**config.mk**
```make
export PLATFORM = sky130hd
export DESIGN_NAME = double_ended_queue_flat
export DESIGN_NICKNAME = d
export VERILOG_FILES = /design/src/hw/rtl/deq_pkg.sv /design/src/hw/rtl/deq_if.sv /design/src/hw/rtl/double_ended_queue.sv /design/src/hw/rtl/deq_cell.sv /design/src/flat_wrapper.sv
export SDC_FILE = /design/constraint.sdc
export NUM_CORES = 1
export LEC_CHECK = 0
export BUFFER_PORTS_ARGS = -buffer_cell sky130_fd_sc_hd__buf_2
export CAP_MARGIN = 25
export CORE_MARGIN = 1
export CORE_UTILIZATION = 44
export DETAILED_ROUTE_END_ITERATION = 10
export SLEW_MARGIN = 40
export SYNTH_ARGS = -nofsm -noshare
export SYNTH_HDL_FRONTEND = slang
export SYNTH_SLANG_ARGS = --single-unit
```
**constraint.sdc**
```tcl
create_clock -name clk -period 11.5 [get_ports clk]
set_input_delay 3.45 -clock clk [delete_from_list [all_inputs] [get_ports clk]]
set_output_delay 3.45 -clock clk [all_outputs]
set_load 0.05 [all_outputs]
```
**src/hw/rtl/deq_pkg.sv**
```systemverilog
// shared types and constants for the double-ended queue
package deq_pkg;

  localparam int DEPTH    = 16;
  localparam int DATA_W   = 32;
  localparam int IDX_W    = $clog2(DEPTH);
  localparam int CNT_W    = $clog2(DEPTH + 1);
  localparam int REQ_W    = 2;
  localparam int STATUS_W = 2;
  localparam int COUNT_W  = 5;

  typedef enum logic [REQ_W-1:0] {
    REQ_PUSH_FRONT = 2'd0,
    REQ_PUSH_REAR  = 2'd1,
    REQ_POP_FRONT  = 2'd2,
    REQ_POP_REAR   = 2'd3
  } req_t;

  typedef enum logic [STATUS_W-1:0] {
    ST_OK    = 2'd0,
    ST_EMPTY = 2'd1,
    ST_FULL  = 2'd2
  } status_t;

  typedef enum logic [2:0] {
    CELL_HOLD,
    CELL_TAKE_LEFT,
    CELL_TAKE_RIGHT,
    CELL_LOAD,
    CELL_CLEAR
  } cell_op_t;

  typedef struct packed {
    logic                     valid;
    logic signed [DATA_W-1:0] data;
  } cell_word_t;

endpackage

```
**src/hw/rtl/deq_if.sv**
```systemverilog
// request and response channel interfaces of the double-ended queue
interface deq_req_if;
  logic                              valid;
  logic                              ready;
  logic [deq_pkg::REQ_W-1:0]         req_type;
  logic signed [deq_pkg::DATA_W-1:0] push_value;

  modport source (output valid, req_type, push_value, input ready);
  modport sink (input valid, req_type, push_value, output ready);
endinterface

interface deq_rsp_if;
  logic                              valid;
  logic                              ready;
  logic signed [deq_pkg::DATA_W-1:0] popped_value;
  logic signed [deq_pkg::DATA_W-1:0] front_value;
  logic signed [deq_pkg::DATA_W-1:0] rear_value;
  logic [deq_pkg::COUNT_W-1:0]       item_count;
  logic [deq_pkg::STATUS_W-1:0]      status;

  modport source (output valid, popped_value, front_value, rear_value, item_count, status,
                  input ready);
  modport sink (input valid, popped_value, front_value, rear_value, item_count, status,
                output ready);
endinterface

```
**src/hw/rtl/double_ended_queue.sv**
```systemverilog
// double-ended queue built as a row of shifting cells
//
// req channel: one word per request, req_type selects push front, push rear,
// pop front or pop rear; push_value is used by pushes only.
// rsp channel: one word per request with the popped value, the front and
// rear values after the request (0 when empty), the element count and a
// status (ok, pop on empty ignored, push on full dropped).
// cell 0 always holds the front element, so pushes and pops at the front
// shift the whole row by one place at the same time; the rear is the last
// valid cell and is reached through one mux indexed by the count.
// the response is registered and appears in the cycle after the request is
// taken; while every response is taken, one request per cycle is sustained.
// the response is held in an output register: while the receiver stalls,
// it holds and the request side is held off; when the response is taken a
// new request is accepted in that same cycle.
// reset empties the queue at once (cell valid bits and the count clear) and
// drops any pending response; cell contents are not cleared.
module double_ended_queue (
  input  logic              clk,
  input  logic              rst,
  deq_req_if.sink           req,
  deq_rsp_if.source         rsp
);

  deq_pkg::cell_word_t cells [deq_pkg::DEPTH];
  deq_pkg::cell_op_t   ops   [deq_pkg::DEPTH];

  logic [deq_pkg::CNT_W-1:0]         count;
  logic [deq_pkg::CNT_W-1:0]         count_next;
  logic [deq_pkg::IDX_W-1:0]         rear_idx;
  logic signed [deq_pkg::DATA_W-1:0] rear_data;
  logic                              out_valid;
  logic signed [deq_pkg::DATA_W-1:0] popped;
  logic signed [deq_pkg::DATA_W-1:0] popped_next;
  deq_pkg::status_t                  status;
  deq_pkg::status_t                  status_next;
  deq_pkg::req_t                     kind;
  logic                              accept;
  logic                              empty;
  logic                              full;

  assign req.ready = !out_valid || rsp.ready;
  assign accept    = req.valid && req.ready;
  assign kind      = deq_pkg::req_t'(req.req_type);
  assign empty     = (count == '0);
  assign full      = (count == deq_pkg::CNT_W'(deq_pkg::DEPTH));
  assign rear_idx  = deq_pkg::IDX_W'(count - deq_pkg::CNT_W'(1));
  assign rear_data = cells[rear_idx].data;

  // per-cell command from the request and the cell's place in the row
  for (genvar i = 0; i < deq_pkg::DEPTH; i++) begin : g_cell
    deq_pkg::cell_word_t left;
    deq_pkg::cell_word_t right;

    if (i == 0) begin : g_first
      assign left = '{valid: 1'b1, data: req.push_value};
    end else begin : g_mid_l
      assign left = cells[i-1];
    end

    if (i == deq_pkg::DEPTH - 1) begin : g_last
      assign right = '{valid: 1'b0, data: '0};
    end else begin : g_mid_r
      assign right = cells[i+1];
    end

    always_comb begin
      ops[i] = deq_pkg::CELL_HOLD;
      if (accept) begin
        unique case (kind)
          deq_pkg::REQ_PUSH_FRONT: begin
            if (!full) ops[i] = deq_pkg::CELL_TAKE_LEFT;
          end
          deq_pkg::REQ_PUSH_REAR: begin
            if (!full && count == deq_pkg::CNT_W'(i)) ops[i] = deq_pkg::CELL_LOAD;
          end
          deq_pkg::REQ_POP_FRONT: begin
            if (!empty) ops[i] = deq_pkg::CELL_TAKE_RIGHT;
          end
          deq_pkg::REQ_POP_REAR: begin
            if (!empty && count == deq_pkg::CNT_W'(i + 1)) ops[i] = deq_pkg::CELL_CLEAR;
          end
        endcase
      end
    end

    deq_cell u_cell (
      .clk       (clk),
      .rst       (rst),
      .op        (ops[i]),
      .push_data (req.push_value),
      .left      (left),
      .right     (right),
      .word      (cells[i])
    );
  end

  always_comb begin
    count_next  = count;
    popped_next = '0;
    status_next = deq_pkg::ST_OK;
    unique case (kind)
      deq_pkg::REQ_PUSH_FRONT, deq_pkg::REQ_PUSH_REAR: begin
        if (full) status_next = deq_pkg::ST_FULL;
        else      count_next  = count + deq_pkg::CNT_W'(1);
      end
      deq_pkg::REQ_POP_FRONT: begin
        if (empty) begin
          status_next = deq_pkg::ST_EMPTY;
        end else begin
          popped_next = cells[0].data;
          count_next  = count - deq_pkg::CNT_W'(1);
        end
      end
      deq_pkg::REQ_POP_REAR: begin
        if (empty) begin
          status_next = deq_pkg::ST_EMPTY;
        end else begin
          popped_next = rear_data;
          count_next  = count - deq_pkg::CNT_W'(1);
        end
      end
    endcase
  end

  always_ff @(posedge clk) begin
    if (rst) begin
      count     <= '0;
      out_valid <= 1'b0;
    end else begin
      if (accept) begin
        count     <= count_next;
        out_valid <= 1'b1;
      end else if (rsp.ready) begin
        out_valid <= 1'b0;
      end
    end
  end

  always_ff @(posedge clk) begin
    if (accept) begin
      popped <= popped_next;
      status <= status_next;
    end
  end

  // front and rear come straight from the row, which only moves on accept
  assign rsp.valid        = out_valid;
  assign rsp.popped_value = popped;
  assign rsp.front_value  = cells[0].valid ? cells[0].data : '0;
  assign rsp.rear_value   = empty ? '0 : rear_data;
  assign rsp.item_count   = deq_pkg::COUNT_W'(count);
  assign rsp.status       = status;

endmodule

```
**src/hw/rtl/deq_cell.sv**
```systemverilog
// one storage cell of the queue row, shifting with its neighbors
module deq_cell (
  input  logic                              clk,
  input  logic                              rst,
  input  deq_pkg::cell_op_t                 op,
  input  logic signed [deq_pkg::DATA_W-1:0] push_data,
  input  deq_pkg::cell_word_t               left,
  input  deq_pkg::cell_word_t               right,
  output deq_pkg::cell_word_t               word
);

  logic                              valid;
  logic signed [deq_pkg::DATA_W-1:0] data;

  always_ff @(posedge clk) begin
    if (rst) begin
      valid <= 1'b0;
    end else begin
      case (op)
        deq_pkg::CELL_TAKE_LEFT:  valid <= left.valid;
        deq_pkg::CELL_TAKE_RIGHT: valid <= right.valid;
        deq_pkg::CELL_LOAD:       valid <= 1'b1;
        deq_pkg::CELL_CLEAR:      valid <= 1'b0;
        default:                  valid <= valid;
      endcase
    end
  end

  always_ff @(posedge clk) begin
    case (op)
      deq_pkg::CELL_TAKE_LEFT:  data <= left.data;
      deq_pkg::CELL_TAKE_RIGHT: data <= right.data;
      deq_pkg::CELL_LOAD:       data <= push_data;
      default:                  data <= data;
    endcase
  end

  assign word = '{valid: valid, data: data};

endmodule

```
**src/flat_wrapper.sv**
```systemverilog
// flat-port wrapper written by rule: the top's interface ports become plain ports
module double_ended_queue_flat 
  (clk, rst, req_valid, req_req_type, req_push_value, req_ready, rsp_valid, rsp_popped_value, rsp_front_value, rsp_rear_value, rsp_item_count, rsp_status, rsp_ready);
  deq_req_if req_i ();
  deq_rsp_if rsp_i ();
  input  logic clk;
  input  logic rst;
  input wire logic [$bits(req_i.valid)-1:0] req_valid;
  input wire logic [$bits(req_i.req_type)-1:0] req_req_type;
  input wire logic [$bits(req_i.push_value)-1:0] req_push_value;
  output wire logic [$bits(req_i.ready)-1:0] req_ready;
  output wire logic [$bits(rsp_i.valid)-1:0] rsp_valid;
  output wire logic [$bits(rsp_i.popped_value)-1:0] rsp_popped_value;
  output wire logic [$bits(rsp_i.front_value)-1:0] rsp_front_value;
  output wire logic [$bits(rsp_i.rear_value)-1:0] rsp_rear_value;
  output wire logic [$bits(rsp_i.item_count)-1:0] rsp_item_count;
  output wire logic [$bits(rsp_i.status)-1:0] rsp_status;
  input wire logic [$bits(rsp_i.ready)-1:0] rsp_ready;
  assign req_i.valid = req_valid;
  assign req_i.req_type = req_req_type;
  assign req_i.push_value = req_push_value;
  assign req_ready = req_i.ready;
  assign rsp_valid = rsp_i.valid;
  assign rsp_popped_value = rsp_i.popped_value;
  assign rsp_front_value = rsp_i.front_value;
  assign rsp_rear_value = rsp_i.rear_value;
  assign rsp_item_count = rsp_i.item_count;
  assign rsp_status = rsp_i.status;
  assign rsp_i.ready = rsp_ready;
  double_ended_queue u_core (.clk(clk), .rst(rst), .req(req_i), .rsp(rsp_i));
endmodule
```
==> run summary, run 1 <==
Outcome = finished, final reports clean
Syn Area/Cell = 11.5 um2
RSZ-0062 raised after global routing = false
Maximum operating frequency = 123 MHz
EDFF count, synth = 546
Clock skew = 0.0131 ns
TNS Setup = 0 ns
CTS Hold Buffers Added = 0
Synth Warn # = 0
CTS tree = done
CTS root buf = clkbuf_16
#FFs+latches synth = 568
Routed vias = 25847
IO buf count = 142
Clock transition at path regs = 0.06 ns
Synth Flop Type = edfxtp_1
Final HPWL from detailed placement = 69300 um
Vias in the first global route = 24895
Ratio of cells with drive above 1 in the final layout = 18.2%
Net switching power = 0.00277 W
Core Rows = 98
Post-layout util = 49.6%
Initial DRC count = 4099
Post-Syn Instances = 2754
P&R area growth vs syn = 11.6%
Internal = 0.00461 W
Routed Antenna Nets = 0
Flop pwr share = 37.7%
H-Tree Depth = 3
Synth top area share = 51.6%
Core Footprint = 71500 um2
Vias per cell = 6.85
Pwr/cell area = 208 nW/um2
Avg WL per Cell = 31.2 um
Synth area leader = edfxtp_1
Clk_lat worst skew = 0.61 ns
Comb pwr share = 34.5%
First-pass GRT wire length = 173000 um
Hold Slack = 0.499 ns
Crit end category = output port
Die extent in y = 271 um
Post-synthesis sequential area ratio = 52.9%
GRT Total Usage = 31.7%
Final min period = 8.12 ns
Hold Fails Final Rpt = 0
RD Place Congestion = 0.888
Met3 wire length = 15800 um
Placed Cells = 3648
Postcts setup bufs = 0
Power Total = 0.00738 W
# IOs = 143
Top layer in use = met5
Clk sinks = 568
Sw frac = 37.5%
Slew margin rel. = 40.4%
Final period utilization = 70.6%
Number of remaining DRC errors = 0
Peak supply drop = 0.131 mV
Max_cap viols = 0
Netlist cell types = 71
Die ar. = 73400 um2
Non-Filler Instances = 3772
Crit Path Max Fanout = 45
Global route overflow = 0
CP Launch Type = register
M1 WL = 46000 um
Initial DRT Pass Iterations = 7
Clk pwr share = 27.8%
Ys async rst share = 0%
DRT Wirelength = 118000 um
Largest net degree at the start of global routing = 186
Worst min path class = register to register
CP arrival = 4.67 ns
CTS resizes = 0
Met2 wire len = 50400 um
Net Count, Synth = 2798
Initial antenna violation count = 9
Synthesized area = 31800 um2
Required time worst endpoint = 8.05 ns
Number of CTS-inserted buffers = 67
Nets@finish = 2813
Initial Util = 44.5%
LEAKAGE = 13.1 nW
Slew @ Worst Pin = 0.893 ns
Synth top area cells = edfxtp_1 52%, mux4_2 9.1%, nand2_1 8.3%, a22oi_1 7.6%, mux2i_1 3.4%
Clock Path Buffers = 3
Critical path class = register to output port
Die W = 271 um
Fin. max-slew vios = 0
Final Setup Violations = 0
[cell families (layout without fill, tap and decap cells)]
group	after synthesis	count (layout)	synth area share [%]
other cells	0	3	0
fa+ha+maj	6	6	0.236
buf+inv	308	373	4.19
mux	270	270	13.7
xor+xnor	6	6	0.189
compound gates	672	672	16.1
flops	568	568	52.9
simple gates	924	924	12.6
[stage by stage]
| stage | area [um2] | worst slack, ns |
|---|---|---|
| 2_1_floorplan | 31800 | 3.68 |
| 3_3_place_gp | 33300 | 3.85 |
| 3_5_place_dp | 33400 | 3.86 |
| 4_1_cts | 35400 | 3.52 |
| 5_1_grt | 35500 | 3.30 |
| 6_report | 35500 | 3.38 |
[layer usage]
metal / GRT usage [%] / vias to the layer above
met4: 14.0 / 8
met5: 0 / -
met2: 45.6 / 1989
met3: 7.87 / 322
met1: 45.2 / 12908
li1: - / 10620
[worst max-delay path, cell delays in order (launching register included)]
cell,delay [ns]
dfxtp_4,0.73
inv_1,0.25
ha_1,0.36
xor2_4,0.15
buf_4,0.44
buf_6,0.61
mux2i_1,0.20
nor2b_1,0.17
a211oi_1,0.71
buf_2,0.40
[Yosys cell counts (14+ instances only)]
library cell and instances:
a21oi_1 17, clkbuf_1 140, dfxtp_1 22, nor2_1 20, o21ai_0 87, a2bb2oi_1 32
nand2_1 699, inv_1 47, and2_1 98, edfxtp_1 546, buf_4 14, nor3_1 15
a211oi_1 33, mux2_2 35, mux2i_1 107, a22o_1 32, a222oi_1 32, a22oi_1 320
mux4_2 128, nor2b_1 34, buf_2 93, a221o_1 64
[sequential cells by signal, indices dropped and copies added (netlist names)]
| name | cells |
|---|---|
| u_core.rsp.valid | 1 |
| u_core.g_cell.u_cell.valid | 16 |
| u_core.rsp.status | 2 |
| u_core.rsp.popped_value | 32 |
| u_core.g_cell.u_cell.data | 512 |
| u_core.rsp.item_count | 5 |
[cell type report]
type / count / area (um2)
inverters: 48 / 180
well taps: 950 / 1190
repair buffers: 206 / 1280
clock buffers: 88 / 1800
clock inverters: 31 / 224
flip-flops and latches: 568 / 16800
multi-input cells: 1878 / 14000
fillers: 6286 / 36000
diodes: 3 / 7.51
[power groups by stage]
stage | combinational [W] | clock [W] | sequential [W]
5_1_grt | 0.00265 | 0.00214 | 0.00280
2_1_floorplan | 0.00170 | 0 | 0.00281
3_3_place_gp | 0.00246 | 0 | 0.00281
3_5_place_dp | 0.00249 | 0 | 0.00282
4_1_cts | 0.00250 | 0.00207 | 0.00277
6_report | 0.00255 | 0.00205 | 0.00278
[layout by cell type (no fill, tap or decap), types with 5 or more instances in the layout]
master,n
nand2_1,687
edfxtp_1,546
a22oi_1,320
buf_2,142
mux4_2,128
mux2i_1,107
and2_1,97
o21ai_0,86
clkbuf_16,69
a221o_1,64
buf_4,54
inv_1,47
mux2_2,35
nor2b_1,34
a211oi_1,33
a22o_1,32
a222oi_1,32
a2bb2oi_1,32
dfxtp_1,21
clkbuf_1,19
nor2_1,16
a21oi_1,16
clkinv_1,14
nand3_1,12
nand2b_1,11
o21ai_4,10
clkinv_2,9
nor3_2,8
nor3_1,7
nand2_4,7
nand2_2,6
o32ai_1,6
buf_6,6
a21o_1,5
ha_1,5
[path summary, 6_finish.rpt]
check,endpoint,startpoint,cells after the start,slack [ns]
setup / recovery,rsp_rear_value[9],u_core.rsp.item_count[0],9,3.38
hold / removal,u_core.g_cell[12].u_cell.valid,u_core.g_cell[13].u_cell.valid,2,0.50
setup reg to reg,u_core.g_cell[2].u_cell.data[18],u_core.rsp.item_count[0],9,6.86
hold reg to reg,u_core.g_cell[12].u_cell.valid,u_core.g_cell[13].u_cell.valid,2,0.50
(Power assumes the default switching activity.)
==> run 2, diff against run 1 <==
==> constraint.sdc (replaced) <==
create_clock -name clk -period 7.9 [get_ports clk]
set_input_delay 2.37 -clock clk [delete_from_list [all_inputs] [get_ports clk]]
set_output_delay 2.37 -clock clk [all_outputs]
set_load 0.05 [all_outputs]
==> run summary, run 2 (synthesis gave the netlist of run 1 again) <==
Outcome = finished, final reports clean
CTS Hold Buffers Added = 0
TNS Setup = 0 ns
CTS tree = done
Max FFs per register = 512
Initial antenna violation count = 1
Core Rows = 98
Routed vias = 25495
Vias in the first global route = 24277
Crit end category = output port
Ratio of cells with drive above 1 in the final layout = 18.6%
RD Place Congestion = 0.938
CP arrival = 4.21 ns
Fillcell total = 6261
Fin. max-slew vios = 0
P&R area growth vs syn = 12.2%
Clock transition at path regs = 0.06 ns
# IOs = 143
Largest net degree at the start of global routing = 188
LEAKAGE = 13.2 nW
Die ar. = 73400 um2
Critical path class = register to output port
Peak supply drop = 0.216 mV
Final period utilization = 83.3%
Final min period = 6.58 ns
Most frequent cells in the layout = 686 x nand2_1, 546 x edfxtp_1, 320 x a22oi_1
Postcts setup bufs = 0
Maximum operating frequency = 152 MHz
IO buf count = 142
Post-layout util = 49.9%
Hold Slack = 0.491 ns
Clk sinks = 568
Number of remaining DRC errors = 0
CTS root buf = clkbuf_16
Core Footprint = 71500 um2
Number of CTS-inserted buffers = 68
First-pass GRT wire length = 167000 um
Die extent in y = 271 um
Global route overflow = 0
Required time worst endpoint = 5.53 ns
Initial DRC count = 3680
Final HPWL from detailed placement = 72200 um
Die W = 271 um
DRT Wirelength = 113000 um
Most common cell after layout, fill and taps aside = nand2_1
Slew @ Worst Pin = 0.887 ns
Max_cap viols = 0
Clock Path Buffers = 3
Vias per cell = 6.75
Final Setup Violations = 0
Slew margin rel. = 40.9%
Hold Fails Final Rpt = 0
Initial DRT Pass Iterations = 6
H-Tree Depth = 3
Pwr/cell area = 304 nW/um2
CTS resizes = 0
Clock skew = 0.0266 ns
GRT Total Usage = 30.3%
Routed Antenna Nets = 0
Clk_lat worst skew = 0.62 ns
# diodes = 0
Largest Register = u_core.g_cell.u_cell.data
RSZ-0062 raised after global routing = false
Worst min path class = register to register
CP Launch Type = register
Avg WL per Cell = 29.8 um
Nets@finish = 2819
Crit Path Max Fanout = 37
Initial Util = 44.5%
[run 2: layout make-up]
type / instances / area (um2) / share of cell area, %
clock buffer: 90 / 1850 / 5.18
inverter: 48 / 180 / 0.505
tap: 950 / 1190 / 3.33
sequential: 568 / 16800 / 47.2
clock inverter: 33 / 231 / 0.649
timing repair buffer: 211 / 1410 / 3.94
multi-input combinational: 1878 / 14000 / 39.2
[run 2: per-layer routing]
| layer | wire [um] | GRT usage (%) |
|---|---|---|
| met2 | 48000 | 42.6 |
| met4 | 3020 | 9.99 |
| met5 | 0 | 0 |
| met1 | 46800 | 45.3 |
| met3 | 14900 | 7.54 |
[run 2: path summary, 6_finish.rpt]
kind	start	end	slack, ns	cells after the start
max	u_core.rsp.item_count[1]	rsp_rear_value[28]	1.32	8
max reg2reg	u_core.rsp.item_count[0]	u_core.g_cell[11].u_cell.data[17]	3.38	10
min	u_core.g_cell[9].u_cell.valid	u_core.g_cell[8].u_cell.valid	0.49	2
min reg2reg	u_core.g_cell[9].u_cell.valid	u_core.g_cell[8].u_cell.valid	0.49	2
[run 2: stage by stage]
step                cell area (um2)  cells  setup slack, ns  power, W
detailed placement            33500   3653             2.05   0.00779
CTS                           35600   3776             1.37    0.0108
global route                  35700   3778             1.15    0.0112
global placement              33300   3639             1.87   0.00772
finish                        35700   3778             1.32    0.0108
floorplan                     31800   2754             1.16   0.00657
[run 2: power by group]
| group | total, W | switching, W | internal [W] |
|---|---|---|---|
| Combinational | 0.00374 | 0.00246 | 0.00127 |
| Sequential | 0.00407 | 0.000297 | 0.00378 |
| Clock | 0.00303 | 0.00131 | 0.00172 |
| Total | 0.0108 | 0.00407 | 0.00677 |
[run 2: critical path, cell delays in order, from the launching register on]
cell	delay, ns
dfxtp_1	0.44
inv_1	0.16
ha_4	0.82
buf_4	0.39
mux4_2	0.53
mux2i_1	0.68
nor2b_1	0.23
a211oi_1	0.08
buf_2	0.25
